File: config.mk
export PLATFORM = sky130hd
export DESIGN_NAME = title_text_normalizer_flat
export DESIGN_NICKNAME = d
export VERILOG_FILES = /design/src/hw/rtl/ttn_pkg.sv /design/src/hw/rtl/ttn_if.sv /design/src/hw/rtl/title_text_normalizer.sv /design/src/flat_wrapper.sv
export SDC_FILE = /design/constraint.sdc
export NUM_CORES = 1
export LEC_CHECK = 0
export BUFFER_PORTS_ARGS = -buffer_cell sky130_fd_sc_hd__buf_2
export CORE_ASPECT_RATIO = 1.1
export CORE_MARGIN = 10
export CORE_UTILIZATION = 35
export CTS_BUF_LIST = sky130_fd_sc_hd__clkbuf_16
export DETAILED_ROUTE_END_ITERATION = 12
export REMOVE_ABC_BUFFERS = 1
export SYNTH_ARGS = -nofsm -noshare
export SYNTH_HDL_FRONTEND = slang
export SYNTH_SLANG_ARGS = --single-unit
File: constraint.sdc
create_clock -name clk -period 3.94 [get_ports clk]
set_input_delay 0.788 -clock clk [delete_from_list [all_inputs] [get_ports clk]]
set_output_delay 0.788 -clock clk [all_outputs]
set_load 0.01 [all_outputs]
File: src/hw/rtl/ttn_pkg.sv
`default_nettype none
package ttn_pkg;

  localparam int unsigned LENGTH_BITS_DEF = 16;
  localparam int unsigned MAX_LENGTH_W    = 16;
  localparam logic [MAX_LENGTH_W-1:0] MAX_LENGTH_RST = 16'hFFFF;
  localparam int unsigned MIN_LIMIT       = 2;

  localparam logic [7:0] CH_NUL    = 8'h00;
  localparam logic [7:0] CH_TAB    = 8'h09;
  localparam logic [7:0] CH_CR     = 8'h0D;
  localparam logic [7:0] CH_SPACE  = 8'h20;
  localparam logic [7:0] CH_DQUOTE = 8'h22;
  localparam logic [7:0] CH_AMP    = 8'h26;
  localparam logic [7:0] CH_SQUOTE = 8'h27;
  localparam logic [7:0] CH_LPAREN = 8'h28;
  localparam logic [7:0] CH_RPAREN = 8'h29;
  localparam logic [7:0] CH_COMMA  = 8'h2C;
  localparam logic [7:0] CH_DASH   = 8'h2D;
  localparam logic [7:0] CH_DOT    = 8'h2E;
  localparam logic [7:0] CH_SLASH  = 8'h2F;
  localparam logic [7:0] CH_LBRACK = 8'h5B;
  localparam logic [7:0] CH_RBRACK = 8'h5D;
  localparam logic [7:0] CH_UC_A   = 8'h41;
  localparam logic [7:0] CH_UC_Z   = 8'h5A;
  localparam logic [7:0] CH_LC_A   = 8'h61;
  localparam logic [7:0] CH_LC_Z   = 8'h7A;
  localparam logic [7:0] CASE_BIT  = 8'h20;

  function automatic logic is_letter(input logic [7:0] c);
    return (c >= CH_UC_A && c <= CH_UC_Z) || (c >= CH_LC_A && c <= CH_LC_Z);
  endfunction

  function automatic logic is_ws(input logic [7:0] c);
    return (c == CH_SPACE) || (c >= CH_TAB && c <= CH_CR);
  endfunction

  function automatic logic is_punct(input logic [7:0] c);
    return (c == CH_AMP) || (c == CH_DASH) || (c == CH_LPAREN) || (c == CH_RPAREN) ||
           (c == CH_LBRACK) || (c == CH_RBRACK) || (c == CH_SLASH) ||
           (c == CH_COMMA) || (c == CH_DOT) || (c == CH_SQUOTE) || (c == CH_DQUOTE);
  endfunction

endpackage
`default_nettype wire

File: src/hw/rtl/ttn_if.sv
`default_nettype none
interface ttn_in_if;
  logic       valid;
  logic       ready;
  logic [7:0] in_byte;
  logic       row_is_null;

  modport source (output valid, in_byte, row_is_null, input ready);
  modport sink   (input valid, in_byte, row_is_null, output ready);
endinterface

interface ttn_out_if #(
  parameter int unsigned LENGTH_BITS = ttn_pkg::LENGTH_BITS_DEF
);
  logic                 valid;
  logic                 ready;
  logic [7:0]           out_byte;
  logic                 end_of_string;
  logic [LENGTH_BITS:0] out_length;
  logic                 not_null;
  logic                 some_empty;

  modport source (output valid, out_byte, end_of_string, out_length, not_null,
                  some_empty, input ready);
  modport sink   (input valid, out_byte, end_of_string, out_length, not_null,
                  some_empty, output ready);
endinterface
`default_nettype wire

File: src/hw/rtl/title_text_normalizer.sv
`default_nettype none
// Channel   Dir  Payload                                            Words
// items     in   in_byte[7:0], row_is_null                          one byte per word
// results   out  out_byte[7:0], end_of_string, out_length[LB:0],    zero or one per item
//                not_null, some_empty
// cfg       in   cfg_wr_en, cfg_wr_data[15:0] (max_length)          single register
//
// Throughput: one input word per cycle while no held result stalls the input.
// Path: an accepted input word goes through the input register, then the result
//   register, to its result word; dropped bytes give nothing.
// Reset (rst, sync): clears valids, spacing/count state and the sticky empty
//   flag; max_length returns to 65535, the largest setting.
// Stalls: a held result keeps the input register full; items.ready then drops,
//   so at most one word waits on each side.
module title_text_normalizer #(
  parameter int unsigned LENGTH_BITS = ttn_pkg::LENGTH_BITS_DEF
) (
  input  wire                              clk,
  input  wire                              rst,
  ttn_in_if.sink                           items,
  ttn_out_if.source                        results,
  input  wire                              cfg_wr_en,
  input  wire [ttn_pkg::MAX_LENGTH_W-1:0]  cfg_wr_data
);
  import ttn_pkg::*;

  // comparison width wide enough for both the register and the count cap
  localparam int unsigned CMP_W = (LENGTH_BITS > MAX_LENGTH_W) ? LENGTH_BITS : MAX_LENGTH_W;

  // config register
  logic [MAX_LENGTH_W-1:0] max_length;

  // input register
  logic       s1_valid;
  logic [7:0] s1_byte;
  logic       s1_null;

  // string state
  logic                   last_kept_space, last_kept_space_next;
  logic [LENGTH_BITS-1:0] kept_count, kept_count_next;
  logic                   empty_seen, empty_seen_next;

  // result register
  logic                 o_valid;
  logic [7:0]           o_byte, o_byte_next;
  logic                 o_eos, o_eos_next;
  logic [LENGTH_BITS:0] o_length, o_length_next;
  logic                 o_not_null, o_not_null_next;
  logic                 o_empty;
  logic                 emit;

  logic out_free, s1_adv;
  logic [CMP_W-1:0] ml_ext, cap_ext, lim_ext;
  logic [LENGTH_BITS-1:0] lim;
  logic full;

  // handshake: stage 1 moves on whenever the result register can take a word
  assign out_free      = !o_valid || results.ready;
  assign s1_adv        = s1_valid && out_free;
  assign items.ready   = !s1_valid || out_free;

  always_ff @(posedge clk) begin
    if (rst) begin
      max_length <= MAX_LENGTH_RST;
    end else if (cfg_wr_en) begin
      max_length <= cfg_wr_data;
    end
  end

  // effective limit: clamp to at least two, at most the counter's range
  always_comb begin
    ml_ext  = CMP_W'(max_length);
    cap_ext = CMP_W'({LENGTH_BITS{1'b1}});
    lim_ext = (ml_ext < CMP_W'(MIN_LIMIT)) ? CMP_W'(MIN_LIMIT) : ml_ext;
    if (lim_ext > cap_ext) begin
      lim_ext = cap_ext;
    end
    lim = lim_ext[LENGTH_BITS-1:0];
  end

  assign full = (kept_count >= lim);

  always_ff @(posedge clk) begin
    if (rst) begin
      s1_valid <= 1'b0;
    end else if (items.ready) begin
      s1_valid <= items.valid;
    end
  end

  always_ff @(posedge clk) begin
    if (items.valid && items.ready) begin
      s1_byte <= items.in_byte;
      s1_null <= items.row_is_null;
    end
  end

  // one byte of normalizing: classify, update spacing state, maybe emit
  always_comb begin
    last_kept_space_next = last_kept_space;
    kept_count_next      = kept_count;
    empty_seen_next      = empty_seen;
    emit                 = 1'b0;
    o_byte_next          = CH_NUL;
    o_eos_next           = 1'b0;
    o_length_next        = '0;
    o_not_null_next      = 1'b0;

    priority if (s1_null) begin
      // null row leaves any string in progress alone
      emit            = 1'b1;
      o_eos_next      = 1'b1;
      o_length_next   = (LENGTH_BITS+1)'(1);
    end else if (s1_byte == CH_NUL) begin
      emit                 = 1'b1;
      o_eos_next           = 1'b1;
      o_not_null_next      = 1'b1;
      o_length_next        = {1'b0, kept_count} + (LENGTH_BITS+1)'(1);
      empty_seen_next      = empty_seen || (kept_count == '0);
      kept_count_next      = '0;
      last_kept_space_next = 1'b0;
    end else if (is_letter(s1_byte)) begin
      last_kept_space_next = 1'b0;
      o_byte_next          = s1_byte | CASE_BIT;
      emit                 = !full;
    end else if (is_ws(s1_byte)) begin
      // leading whitespace only arms the space flag
      last_kept_space_next = 1'b1;
      o_byte_next          = CH_SPACE;
      emit                 = !last_kept_space && (kept_count != '0) && !full;
    end else if (is_punct(s1_byte)) begin
      last_kept_space_next = 1'b1;
      o_byte_next          = CH_SPACE;
      emit                 = !last_kept_space && !full;
    end else begin
      emit = 1'b0;
    end

    if (emit && !o_eos_next) begin
      kept_count_next = kept_count + LENGTH_BITS'(1);
    end
  end

  always_ff @(posedge clk) begin
    if (rst) begin
      last_kept_space <= 1'b0;
      kept_count      <= '0;
      empty_seen      <= 1'b0;
    end else if (s1_adv) begin
      last_kept_space <= last_kept_space_next;
      kept_count      <= kept_count_next;
      empty_seen      <= empty_seen_next;
    end
  end

  always_ff @(posedge clk) begin
    if (rst) begin
      o_valid <= 1'b0;
    end else if (out_free) begin
      o_valid <= s1_adv && emit;
    end
  end

  always_ff @(posedge clk) begin
    if (s1_adv && emit) begin
      o_byte     <= o_byte_next;
      o_eos      <= o_eos_next;
      o_length   <= o_length_next;
      o_not_null <= o_not_null_next;
      o_empty    <= empty_seen_next;
    end
  end

  assign results.valid         = o_valid;
  assign results.out_byte      = o_byte;
  assign results.end_of_string = o_eos;
  assign results.out_length    = o_length;
  assign results.not_null      = o_not_null;
  assign results.some_empty    = o_empty;

endmodule
`default_nettype wire

File: src/flat_wrapper.sv
// flat-port wrapper written by rule: the top's interface ports become plain ports
module title_text_normalizer_flat import ttn_pkg::*;
#(
  parameter int unsigned LENGTH_BITS = ttn_pkg::LENGTH_BITS_DEF
)
  (clk, rst, cfg_wr_en, cfg_wr_data, items_valid, items_in_byte, items_row_is_null, items_ready, results_valid, results_out_byte, results_end_of_string, results_out_length, results_not_null, results_some_empty, results_ready);
  ttn_in_if items_i ();
  ttn_out_if #(.LENGTH_BITS(LENGTH_BITS)) results_i ();
  input  wire clk;
  input  wire rst;
  input  wire cfg_wr_en;
  input  wire [ttn_pkg::MAX_LENGTH_W-1:0] cfg_wr_data;
  input wire logic [$bits(items_i.valid)-1:0] items_valid;
  input wire logic [$bits(items_i.in_byte)-1:0] items_in_byte;
  input wire logic [$bits(items_i.row_is_null)-1:0] items_row_is_null;
  output wire logic [$bits(items_i.ready)-1:0] items_ready;
  output wire logic [$bits(results_i.valid)-1:0] results_valid;
  output wire logic [$bits(results_i.out_byte)-1:0] results_out_byte;
  output wire logic [$bits(results_i.end_of_string)-1:0] results_end_of_string;
  output wire logic [$bits(results_i.out_length)-1:0] results_out_length;
  output wire logic [$bits(results_i.not_null)-1:0] results_not_null;
  output wire logic [$bits(results_i.some_empty)-1:0] results_some_empty;
  input wire logic [$bits(results_i.ready)-1:0] results_ready;
  assign items_i.valid = items_valid;
  assign items_i.in_byte = items_in_byte;
  assign items_i.row_is_null = items_row_is_null;
  assign items_ready = items_i.ready;
  assign results_valid = results_i.valid;
  assign results_out_byte = results_i.out_byte;
  assign results_end_of_string = results_i.end_of_string;
  assign results_out_length = results_i.out_length;
  assign results_not_null = results_i.not_null;
  assign results_some_empty = results_i.some_empty;
  assign results_i.ready = results_ready;
  title_text_normalizer #(.LENGTH_BITS(LENGTH_BITS)) u_core (.clk(clk), .rst(rst), .items(items_i), .results(results_i), .cfg_wr_en(cfg_wr_en), .cfg_wr_data(cfg_wr_data));
endmodule
Word-level counts from Yosys, hierarchy flattened
Index checks and enable logic that the tools add are counted.

operators by class
  reductions and logical operators = 39
  multipliers = 0
  mux-type cells = 22
  bitwise logic cells = 2
  shift operators = 0
  order comparisons = 9
  equality and inequality tests = 13
  divide/modulo/power cells = 0
  $add $sub $neg = 2

operators by type and width
  operator               number
  $eq 8x6->1 const B     10
  $mux 16                5
  $add 16x1->17 const B  1
  $add 16x1->16 const B  1
  $eq 8x7->1 const B     2
  $ge 16x16->1           1
  $ge 8x7->1 const B     2
  $gt 16x16->1 const B   1
  $le 8x7->1 const B     2
  $logic_not 16->1       1
  $lt 16x2->1 const B    1
  $mux 8                 2
  $reduce_bool 16->1     1
  $logic_or 1x1->1       15
  $mux 1                 14
  $logic_and 1x1->1      10
  $ge 8x4->1 const B     1
  $le 8x4->1 const B     1
  $logic_not 8->1        1
  $mux 6                 1
  $reduce_and 3->1       2
  $logic_not 1->1        5
  $reduce_bool 4->1      1
  $reduce_or 2->1        2
  other kinds (3)        4

storage, ports and cells
  flip-flop bits (word level) = 73
  word-level logic and storage cells = 101
  output and inout bits = 30
  input port bits = 30
  latch bits = 0
  bits in read-only memories = 0
  memories kept = 0
  memory bits (writable) = 0

Depth between registers and ports, before layout
Gate-level depths: netlist (run 1).

  word-level depth = 19
  depth in mapped cells = 10
  gate-level depth less buffers = 9

Worst setup path before layout (run 1)
No wires, ideal clock.

  path type = register to register
  from = register u_core.max_length[7]
  to = register u_core.o_eos (netlist: u_core.results.end_of_string) (enable)
  stages on the path, launching flop included = 10
  buffers on the path = 0
  slack = 0.621 ns
  setup time = 0.383 ns
  required time = 3.557 ns
  data arrival time = 2.937 ns
  clock period less this slack = 3.319 ns
  cells stage by stage = dfxtp_1 > nor4_1 > a41oi_1 > ha_1 > nand2b_1 > a2111oi_0 > o32a_1 > a21oi_1 > or3_1 > inv_1

between the ends
  longest elaborated chain between the ends = 13
  elaborated cells between the ends (all ways) = 14
  classes of those cells = order compare (3); mux (7); reduce/logical (4)

RTL lines
  what                    RTL line                                                                                  source
  from (decl)             title_text_normalizer.sv:31                                                               logic [MAX_LENGTH_W-1:0] max_length;
  from (signal assigned)  title_text_normalizer.sv:66                                                               max_length <= cfg_wr_data;
  $lt 16x2->1             title_text_normalizer.sv:74                                                               lim_ext = (ml_ext < CMP_W'(MIN_LIMIT)) ? CMP_W'(MIN_LIMIT) : ml_ext;
  $mux 16 *               title_text_normalizer.sv:74
  $gt 16x16->1            title_text_normalizer.sv:75                                                               if (lim_ext > cap_ext) begin
  $mux 16 *               title_text_normalizer.sv:75
  $ge 16x16->1 *          title_text_normalizer.sv:81                                                               assign full = (kept_count >= lim);
  $logic_not 1->1 *       title_text_normalizer.sv:125, title_text_normalizer.sv:130, title_text_normalizer.sv:134
  $logic_and 1x1->1       title_text_normalizer.sv:134                                                              emit = !last_kept_space && !full;
  $mux 1                  title_text_normalizer.sv:131                                                              end else if (is_punct(s1_byte)) begin
  $mux 1                  title_text_normalizer.sv:126                                                              end else if (is_ws(s1_byte)) begin
  $mux 1 *                title_text_normalizer.sv:122                                                              end else if (is_letter(s1_byte)) begin
  $mux 1 *                title_text_normalizer.sv:114                                                              end else if (s1_byte == CH_NUL) begin
  $mux 1 *                title_text_normalizer.sv:109                                                              priority if (s1_null) begin
  $logic_and 1x1->1 *     title_text_normalizer.sv:165                                                              if (s1_adv && emit) begin
  to (signal assigned)    title_text_normalizer.sv:167                                                              o_eos <= o_eos_next;
  to (decl)               title_text_normalizer.sv:46                                                               logic o_eos, o_eos_next;

Every way passes the cells marked *; elsewhere a longest branch is shown, timed or not.
A chain may end at the register's enable or synchronous reset.

Worst setup path after layout (run 1)
  from = register u_core.max_length[7]
  to = register u_core.o_length[7] (netlist: u_core.results.out_length[7]) (enable)

between the ends
  longest elaborated chain between the ends = 13
  elaborated cells between the ends (all ways) = 14
  classes of those cells = order compare (3); mux (7); reduce/logical (4)

RTL lines
  what                  RTL line                                                                                  source
  $lt 16x2->1           title_text_normalizer.sv:74
  $mux 16 *             title_text_normalizer.sv:74
  $gt 16x16->1          title_text_normalizer.sv:75
  $mux 16 *             title_text_normalizer.sv:75
  $ge 16x16->1 *        title_text_normalizer.sv:81
  $logic_not 1->1 *     title_text_normalizer.sv:125, title_text_normalizer.sv:130, title_text_normalizer.sv:134
  $logic_and 1x1->1     title_text_normalizer.sv:134
  $mux 1                title_text_normalizer.sv:131
  $mux 1                title_text_normalizer.sv:126
  $mux 1 *              title_text_normalizer.sv:122
  $mux 1 *              title_text_normalizer.sv:114
  $mux 1 *              title_text_normalizer.sv:109
  $logic_and 1x1->1 *   title_text_normalizer.sv:165
  to (signal assigned)  title_text_normalizer.sv:168                                                              o_length <= o_length_next;
  to (decl)             title_text_normalizer.sv:47                                                               logic [LENGTH_BITS:0] o_length, o_length_next;

Marks and branches as above.

==> results by group, run 1 <==
Status
  – Status: completed

Synth
  – Post-Syn Area: 0.003667 sq mm
  – Synth Flop Type: edfxtp_1
  – Netlist cell types: 51
  – Post-synth EDFFs: 37
  – Synthesis warning total: 0
  – Cell count after synthesis: 370
  – Synthesis-stage register bit count: 73
  – Syn avg cell area: 9.912 sq um
  – FFs w/ async S/R, synth: 0%
  – Sequential area share after synthesis: 49.95%

Placed design
  – I/O Buffers: 59
  – HPWL Detailed: 6.390 mm
  – Dpl cells: 560
  – Gpl congestion: 0.7855

STA
  – Tmin final: 3369 ps
  – Final Cycle Share: 85.52%
  – Worst slew pin tran: 769.0 ps
  – Slew HR: 48.19%
  – Setup violators final: 0
  – Slew Viols, Final: 0
  – Setup Skew: 7.929 ps
  – RSZ-0062 raised after global routing: false
  – Max Clk Rate: 296.8 MHz
  – Setup TNS Final: 0 ps
  – Hold Fails Final Rpt: 0

Floorplanning
  – Core area: 0.01030 sq mm
  – Initial Utilization: 35.62%
  – Die extent in y: 127.4 microns
  – Overall die width: 117.6 microns
  – Row count: 39
  – Io pins: 60
  – Die ar.: 0.01498 sq mm

Clocking
  – Clock Latency Late Sink: 330 ps
  – H-tree levels: 3
  – CTS max path bufs: 2
  – PostCTS Resize Cnt: 0
  – Clk sinks: 73
  – Post-CTS Setup Repair Bufs: 0
  – Num CTS Buffers: 9
  – CTS clk-pin slew, worst paths: 60 ps
  – CTS tree: yes
  – CTS Hold Bufs: 0
  – CTS root buf: clkbuf_16

Power
  – Total power: 1669 uW
  – Pleak: 0.001760 uW
  – P per Cell Area: 385.2 mW/mm^2
  – Peak VDD IR: 0.2033 mV

Worst setup path
  – Crit path max fanout: 28
  – Setup slack, reg-to-reg: 570 ps
  – Reg2reg start: u_core.max_length[7]$_SDFFE_PP1P_
  – Max incr delay on CP: 540 ps
  – Worst path slowest cell: a2111oi_0
  – Crit start category: flip-flop
  – CP Cell Sequence: nor4_1 -> a41oi_1 -> ha_1 -> nand2b_1 -> a2111oi_0 -> o32a_1 -> a21oi_1 -> or3_1 -> inv_1 -> buf_4
  – Setup crit end kind: flip-flop
  – R2R depth: 10
  – Worst R2R End: u_core.results.out_length[7]$_SDFFCE_PP0P_
  – Critical path required time: 3930 ps
  – Setup CP Type: flip-flop to flip-flop
  – Critical path arrival: 3360 ps

Finish
  – Nets: 476
  – Commonest non-fill, non-tap cell in the layout: buf_2
  – Multi-input gate area: 0.001610 sq mm
  – Register area: 0.001832 sq mm
  – Area Overhead vs Synth: 18.12%
  – Finished Core Util: 42.07%
  – Number of diodes: 0
  – Layout cells sized above 1: 18.24%
  – Fill count: 1041
  – Most frequent cells in the layout: buf_2 (59), inv_1 (39), edfxtp_1 (37)
  – Non-filler cells in the finished layout: 576

Flow run
  – Max-Cap Viols: 0

Global route
  – GR Overflow Total: 0
  – Initial antenna violation count: 0
  – Largest net degree at the start of global routing: 32
  – All-Layer GR Usage: 11.45%
  – Vias in the first global route: 2879
  – Global-route wire length before repair: 14.14 mm

Worst hold path
  – Hold path start: u_core.max_length[3]$_SDFFE_PP1P_
  – WHS Endpoint: u_core.max_length[3]$_SDFFE_PP1P_
  – Hold depth: 2
  – Min-Delay Path Class: flip-flop to flip-flop

Route
  – Detail Route Antenna Nets: 0
  – Final wirelength: 8.609 mm
  – Wire length per cell: 14.95 microns
  – DRC violations left: 0
  – First drt pass iteration count: 5
  – Vias post-DR: 2959
  – 1st-iter DRT viols: 152
  – Vias/cell: 5.137
## registers in the layout, indices dropped and copies added, names as in the netlist, 8 cells and up
name and flops:
u_core.results.out_length 17, u_core.max_length 16, u_core.kept_count 16, u_core.s1_byte 8, u_core.results.out_byte 8
## synthesized netlist by cell type, types with 2 or more instances
master / instances / area share [%]
o21bai_1: 2 / 0.41
and3_1: 2 / 0.34
a41oi_1: 2 / 0.48
nand3_1: 9 / 1.2
o211ai_1: 28 / 5.7
or3b_1: 2 / 0.48
nand2b_1: 5 / 0.85
a31oi_1: 3 / 0.51
buf_4: 4 / 0.82
dfxtp_1: 36 / 20
clkbuf_1: 5 / 0.51
nor3_1: 10 / 1.4
and4_1: 2 / 0.48
a21oi_1: 17 / 2.3
edfxtp_1: 37 / 30
o21ai_1: 9 / 1.2
nor4b_1: 2 / 0.48
ha_1: 18 / 6.1
nor4_1: 11 / 1.9
and2_1: 10 / 1.7
nand2_1: 33 / 3.4
nor2_1: 19 / 1.9
nand3b_1: 2 / 0.41
buf_2: 3 / 0.41
or3_1: 5 / 0.85
nand4_1: 6 / 1.0
inv_1: 38 / 3.9
o21ai_0: 12 / 1.6
xnor2_1: 2 / 0.48
o21a_1: 15 / 3.1
## final cells by class
cell class,instances,area share [%]
clock buffers,9,5.199
clock inverters,7,0.6644
inverters,39,3.380
multi-input cells,244,37.17
flip-flops and latches,73,42.29
well taps,143,4.131
repair buffers,61,7.164
## worst max-delay path, delay by kind of cell, from the launching register on
family | cells | cell delay, ps
AO/OA/AOI/OAI | 4 | 1080
adder cells (fa/ha/maj) | 1 | 300
buffers and inverters | 2 | 400
flip-flops | 1 | 310
AND/OR/NAND/NOR | 3 | 930
## worst max path at each step
| stage | end | startpoint |
|---|---|---|
| final | u_core.results.out_length[7]$_SDFFCE_PP0P_ | u_core.max_length[7]$_SDFFE_PP1P_ |
| after global routing | u_core.results.out_length[7]$_SDFFCE_PP0P_ | u_core.max_length[7]$_SDFFE_PP1P_ |
| after CTS | u_core.results.out_length[7]$_SDFFCE_PP0P_ | u_core.max_length[7]$_SDFFE_PP1P_ |
| after detailed placement | u_core.results.out_length[15]$_SDFFCE_PP0P_ | u_core.max_length[7]$_SDFFE_PP1P_ |
| after global placement | u_core.results.out_length[11]$_SDFFCE_PP0P_ | u_core.max_length[7]$_SDFFE_PP1P_ |
| after floorplan | u_core.results.end_of_string$_DFFE_PP_ | u_core.max_length[7]$_SDFFE_PP1P_ |
## cell families (layout without fill, tap and decap cells)
group,count (synthesis),count (layout),synth area share (%)
other cells,1,1,0.1023
flops,73,73,49.95
simple gates,122,122,17.71
fa+ha+maj,18,18,6.141
mux,1,1,0.2730
buf+inv,53,116,6.141
compound gates,100,100,19.21
xor+xnor,2,2,0.4777
## power by group
group          switching, uW  internal, uW  total (uW)
clock                    291           412         703
combinational           74.7          46.0         121
sequential              18.0           827         845
total                    384          1280        1670
## layer usage
metal | wire [microns] | vias to the layer above | track usage [%] | share of wire [%]
met4 | 196 | 0 | 5.240 | 2.3
met3 | 502 | 19 | 3.216 | 5.8
met2 | 3911 | 84 | 18.28 | 45
li1 | - | 1480 | - | -
met5 | 0 | - | 0 | 0
met1 | 3999 | 1376 | 14.15 | 46
## stage by stage
| stage | hold WS (ps) | worst slack, ps | area [sq um] |
|---|---|---|---|
| after floorplan | 465.9 | 620.5 | 3588 |
| after global placement | 478.1 | 592.8 | 4078 |
| after detailed placement | 494.7 | 546.3 | 4078 |
| after CTS | 505.0 | 521.1 | 4332 |
| after global routing | 548.2 | 51.38 | 4332 |
| final | 499.3 | 570.6 | 4332 |
Power figures use the tool's default switching activity.
==> run 2, diff against run 1 <==
--- a/config.mk
+++ b/config.mk
@@ -8,9 +8,10 @@
 export BUFFER_PORTS_ARGS = -buffer_cell sky130_fd_sc_hd__buf_2
 export CORE_ASPECT_RATIO = 1.1
 export CORE_MARGIN = 10
-export CORE_UTILIZATION = 35
+export CORE_UTILIZATION = 56
 export CTS_BUF_LIST = sky130_fd_sc_hd__clkbuf_16
 export DETAILED_ROUTE_END_ITERATION = 12
+export PLACE_DENSITY = 0.79
 export REMOVE_ABC_BUFFERS = 1
 export SYNTH_ARGS = -nofsm -noshare
 export SYNTH_HDL_FRONTEND = slang
==> constraint.sdc (replaced) <==
create_clock -name clk -period 3.6 [get_ports clk]
set_input_delay 0.72 -clock clk [delete_from_list [all_inputs] [get_ports clk]]
set_output_delay 0.72 -clock clk [all_outputs]
set_load 0.01 [all_outputs]
==> run 2 against run 1 <==
Via count increased by 0.68%. Power increased by 24%. Critical endpoint is now u_core.results.out_length[3]$_SDFFCE_PP0P_. Cell count decreased by 11%. Clock power increased by 44%. Non-clock buffer count increased by 1. Fmax increased by 0.19%. First-iteration DRC count increased by 78%. Clock skew decreased by 1.0 ps. Sequential cell count unchanged. Clock-buffer cell count unchanged.
==> results by group, run 2 (synthesized netlist as in run 1, its figures left out) <==
Status
  – Status: completed

Power
  – Peak VDD IR: 0.3867 mV
  – Pleak: 0.001802 uW
  – P per Cell Area: 474.1 mW/mm^2

Finish
  – Number of flip-flops in the largest register: 17
  – Number of diodes: 0
  – Register area: 0.001832 sq mm
  – Most frequent cells in the layout: buf_2 (59), inv_1 (39), edfxtp_1 (37)
  – Commonest non-fill, non-tap cell in the layout: buf_2
  – Non-filler cells in the finished layout: 514
  – Layout cells sized above 1: 19.12%
  – Fill count: 466
  – Nets: 477
  – Multi-input gate area: 0.001612 sq mm
  – Area Overhead vs Synth: 18.77%

STA
  – Setup Skew: 6.910 ps
  – Setup TNS Final: 0 ps
  – Worst slew pin tran: 757.7 ps
  – Setup violators final: 0
  – Slew HR: 49.34%
  – RSZ-0062 raised after global routing: false
  – Slew Viols, Final: 0
  – Hold Fails Final Rpt: 0
  – Max Clk Rate: 297.4 MHz
  – Final Cycle Share: 93.41%
  – Tmin final: 3363 ps

Worst setup path
  – Crit path max-delay family: compound AO/OA/AOI/OAI gates
  – Setup CP Type: flip-flop to flip-flop
  – Max incr delay on CP: 600 ps
  – Setup crit end kind: flip-flop
  – Crit start category: flip-flop
  – R2R depth: 10
  – Critical path arrival: 3400 ps
  – Crit path max fanout: 28
  – Critical Path Stages: 10
  – Worst path bufs/invs: 2
  – CP Cell Sequence: nor4_1 -> a41oi_1 -> ha_1 -> nand2b_1 -> a2111oi_1 -> o32a_1 -> a21oi_1 -> or3_1 -> inv_1 -> buf_12
  – Critical path required time: 3640 ps
  – Setup slack, reg-to-reg: 240 ps
  – Worst path slowest cell: a2111oi_1

Route
  – Final wirelength: 8.402 mm
  – 1st-iter DRT viols: 270
  – Vias/cell: 5.796
  – Detail Route Antenna Nets: 0
  – Vias post-DR: 2979
  – Wire length per cell: 16.35 microns
  – First drt pass iteration count: 4
  – DRC violations left: 0

Floorplanning
  – Die extent in y: 104.9 microns
  – Row count: 30
  – Core area: 0.006269 sq mm
  – Io pins: 60
  – Initial Utilization: 58.50%
  – Overall die width: 97.16 microns
  – Die ar.: 0.01019 sq mm

Clocking
  – CTS max path bufs: 2
  – CTS clk-pin slew, worst paths: 60 ps
  – CTS tree: yes
  – H-tree levels: 3
  – CTS root buf: clkbuf_16
  – Clk sinks: 73
  – CTS Hold Bufs: 0
  – Clock Latency Late Sink: 340 ps
  – Post-CTS Setup Repair Bufs: 0
  – Num CTS Buffers: 9

Global route
  – GR Overflow Total: 0
  – Initial antenna violation count: 0
  – All-Layer GR Usage: 16.73%
  – Vias in the first global route: 2969
  – Global-route wire length before repair: 14.14 mm
  – Largest net degree at the start of global routing: 32

Placed design
  – HPWL Detailed: 6.074 mm
  – I/O Buffers: 59
  – Gpl congestion: 0.8900
  – Dpl cells: 498

Flow run
  – Max-Cap Viols: 0

Worst hold path
  – Min-Delay Path Class: flip-flop to flip-flop
  – Hold depth: 2
## run 2: cell count changes in the layout (fill, tap and decap cells not counted)
cell	change
a2111oi_0	-1
bufinv_16	+3
clkinv_2	-1
clkinvlp_4	+1
clkinv_1	-3
a2111oi_1	+1
buf_12	+1
## run 2: area by class of cell
class / count / area share (%)
Clock buffer: 9 / 5.171
Clock inverter: 7 / 2.528
Inverter: 39 / 3.361
Multi-Input combinational cell: 244 / 37.00
Sequential cell: 73 / 42.06
Tap cell: 80 / 2.298
Timing Repair Buffer: 62 / 7.584
## run 2: stage by stage
stage	util [%]	total power [uW]	worst slack (ps)	hold slack (ps)	area, sq um
finish	69.48	2065	237.1	515.2	4355
detailed placement	64.11	1075	291.9	504.1	4019
CTS	69.46	2068	148.7	515.2	4354
global placement	64.11	1068	389.7	478.8	4019
global route	69.48	2132	56.66	536.7	4355
floorplan	-	1014	280.5	465.9	3588
## run 2: routing by layer
metal | global-route usage (%) | vias to the layer above | part of all wire [%]
li1 | - | 1486 | -
met1 | 20.09 | 1393 | 44
met2 | 26.81 | 84 | 47
met3 | 5.665 | 16 | 6.7
met4 | 6.857 | 0 | 2.1
met5 | 0 | - | 0
## run 2: report_power, final
part,switching (uW),total (uW),internal [uW]
combinational,82.0,135,53.0
sequential,20.0,924,904
clock,336,1010,670
## run 2: worst reg2reg max path: stages (launching register included)
cell	delay [ps]
dfxtp_1	310
nor4_1	450
a41oi_1	200
ha_1	300
nand2b_1	140
a2111oi_1	600
o32a_1	250
a21oi_1	100
or3_1	400
inv_1	110
buf_12	190
## run 2: final timing paths
kind,start,to
worst min register to register,u_core.max_length[3]$_SDFFE_PP1P_,u_core.max_length[3]$_SDFFE_PP1P_
worst max register to register,u_core.max_length[7]$_SDFFE_PP1P_,u_core.results.out_length[3]$_SDFFCE_PP0P_
worst max-delay path,u_core.max_length[7]$_SDFFE_PP1P_,u_core.results.out_length[3]$_SDFFCE_PP0P_
worst min-delay path,u_core.max_length[3]$_SDFFE_PP1P_,u_core.max_length[3]$_SDFFE_PP1P_
## run 2: repair_timing
action                                 4_1_cts  5_1_grt
resized for setup                            0        1
setup endpoints to repair                    0       28
endpoints found under the hold margin        0        0
==> run 3, diff against run 2 <==
--- a/config.mk
+++ b/config.mk
@@ -8,8 +8,8 @@
 export BUFFER_PORTS_ARGS = -buffer_cell sky130_fd_sc_hd__buf_2
 export CORE_ASPECT_RATIO = 1.1
 export CORE_MARGIN = 10
-export CORE_UTILIZATION = 56
-export CTS_BUF_LIST = sky130_fd_sc_hd__clkbuf_16
+export CORE_UTILIZATION = 53
+export CTS_BUF_LIST = sky130_fd_sc_hd__clkbuf_4 sky130_fd_sc_hd__clkbuf_8
 export DETAILED_ROUTE_END_ITERATION = 12
 export PLACE_DENSITY = 0.79
 export REMOVE_ABC_BUFFERS = 1
==> constraint.sdc (replaced) <==
create_clock -name clk -period 3.05 [get_ports clk]
set_input_delay 0.61 -clock clk [delete_from_list [all_inputs] [get_ports clk]]
set_output_delay 0.61 -clock clk [all_outputs]
set_load 0.01 [all_outputs]
==> run 3 against run 2 <==
Clock power is 26% lower. First-iteration DRC count shrank 47%. Critical path depth up 2. Non-clock buffer count is 8 higher. Combinational power up 30%. Power is 2.7% lower. Clock-buffer cell count up 2. Sequential power increased by 18%. Die area increased by 4.5%. Sequential cell count unchanged.
==> results by group, run 3 (synthesized netlist as in run 1, its figures left out) <==
Worst setup path
  – Crit start category: flip-flop
  – Crit path max-delay family: simple AND/OR/NAND/NOR gates
  – Worst path slowest cell: or3_4
  – CP dominant cell by count: buf_4
  – Setup CP Type: flip-flop to flip-flop
  – CP startpoint: u_core.max_length[10]$_SDFFE_PP1P_
  – Setup crit end kind: flip-flop
  – Critical path arrival: 3020 ps
  – Max incr delay on CP: 340 ps
  – Worst path bufs/invs: 4
  – Crit path max fanout: 14
  – CP Cell Sequence: nor4_2 -> buf_4 -> a41oi_1 -> ha_1 -> nand2b_1 -> a2111oi_2 -> buf_4 -> o32a_1 -> a21oi_1 -> or3_4 -> inv_2 -> bufbuf_16
  – Reg2reg start: u_core.max_length[10]$_SDFFE_PP1P_
  – Critical path required time: 3120 ps

Floorplanning
  – Die ar.: 0.01065 sq mm
  – Io pins: 60
  – Initial Utilization: 54.97%
  – Core area: 0.006671 sq mm
  – Row count: 31
  – Die extent in y: 107.2 microns
  – Overall die width: 99.31 microns

Route
  – Final wirelength: 8.182 mm
  – First drt pass iteration count: 4
  – Wire length per cell: 15.61 microns
  – DRC violations left: 0
  – Vias post-DR: 2967
  – Vias/cell: 5.662
  – 1st-iter DRT viols: 143
  – Detail Route Antenna Nets: 0

Global route
  – Initial antenna violation count: 0
  – Vias in the first global route: 3024
  – All-Layer GR Usage: 16.24%
  – Global-route wire length before repair: 14.33 mm
  – Largest net degree at the start of global routing: 32
  – GR Overflow Total: 0

Finish
  – Number of diodes: 0
  – Commonest non-fill, non-tap cell in the layout: buf_2
  – Area Overhead vs Synth: 18.80%
  – Fill count: 542
  – Number of flip-flops in the largest register: 17
  – Finished Core Util: 65.30%
  – Non-filler cells in the finished layout: 524
  – Layout cells sized above 1: 22.40%
  – Most frequent cells in the layout: buf_2 (59), inv_1 (37), edfxtp_1 (37)
  – Multi-input gate area: 0.001640 sq mm
  – Register area: 0.001832 sq mm
  – Nets: 485

STA
  – Hold Fails Final Rpt: 0
  – Worst slew pin tran: 793.5 ps
  – Setup Skew: 7.466 ps
  – Final Cycle Share: 96.67%
  – Slew Viols, Final: 0
  – Slew HR: 46.94%
  – RSZ-0062 raised after global routing: true
  – Setup violators final: 0
  – Setup TNS Final: 0 ps
  – Tmin final: 2948 ps
  – Max Clk Rate: 339.2 MHz
  – WHS: 433.9 ps

Flow run
  – Max-Cap Viols: 0

Clocking
  – H-tree levels: 3
  – CTS tree: yes
  – CTS root buf: clkbuf_8
  – Clock Latency Late Sink: 350 ps
  – Clk sinks: 73
  – Num CTS Buffers: 9
  – CTS max path bufs: 2
  – CTS clk-pin slew, worst paths: 70 ps

Placed design
  – HPWL Detailed: 6.121 mm
  – Dpl cells: 506
  – I/O Buffers: 59
  – Gpl congestion: 0.8818

Worst hold path
  – Hold path start: items_in_byte[6]
  – Min-Delay Path Class: primary input to flip-flop

Power
  – Peak VDD IR: 0.3039 mV
  – P per Cell Area: 461.0 mW/mm^2
  – Pleak: 0.001799 uW

Status
  – Status: completed
[run 3: cell count changes in the layout (fill, tap and decap cells not counted), sizes merged]
| cell | change |
|---|---|
| buf | +7 |
| inv | -1 |
| bufbuf | +1 |
| clkinv | +1 |
| clkbuf | +2 |
| bufinv | -2 |
[run 3: stage by stage]
step | power [uW] | setup WS [ps] | instance area [sq um]
CTS | 2025 | 16.08 | 4345
global placement | 1268 | -17.80 | 4091
detailed placement | 1276 | -40.75 | 4091
floorplan | 1197 | -269.5 | 3588
global route | 2105 | -74.70 | 4357
finish | 2008 | 101.6 | 4357
[run 3: path summary, 6_finish.rpt]
kind | to | slack (ps) | depth (start not counted)
min reg2reg | u_core.max_length[11]$_SDFFE_PP1P_ | 520 | 2
min | u_core.s1_byte[6]$_DFFE_PP_ | 430 | 1
max | u_core.results.out_byte[5]$_SDFFCE_PP0P_ | 100 | 12
max reg2reg | u_core.results.out_byte[5]$_SDFFCE_PP0P_ | 100 | 12
[run 3: layer usage]
layer  GRT usage [%]  up-vias  share of wire, %
met3           5.523       11               7.4
met5               0        -                 0
met4           6.865        0               1.9
met1           19.90     1379                43
li1                -     1487                 -
met2           25.47       90                48
[run 3: layout make-up]
type / instances / area share [%]
timing repair buffer: 70 / 10.11
inverter: 39 / 3.360
clock buffer: 11 / 3.188
clock inverter: 5 / 1.292
tap: 82 / 2.355
sequential: 73 / 42.04
multi-input combinational: 244 / 37.65
[run 3: worst reg2reg max path: stages (launching register included)]
cell and delay (ps):
dfxtp_1 320, nor4_2 260, buf_4 150, a41oi_1 120, ha_1 290, nand2b_1 150
a2111oi_2 290, buf_4 170, o32a_1 140, a21oi_1 80, or3_4 340, inv_2 80
bufbuf_16 290
[run 3: power by group]
part           total, uW  switching, uW  internal (uW)
Clock                743            349            394
Sequential          1090           24.2           1070
Combinational        175           99.5           75.8
[run 3: timing repair]
| item | CTS | global route |
|---|---|---|
| pin swaps | 2 | 1 |
| setup endpoints to repair | 28 | 28 |
| cloned | 1 | 0 |
| buffers inserted | 1 | 0 |
| gates resized for setup | 5 | 2 |
| hold buffers | 0 | 0 |
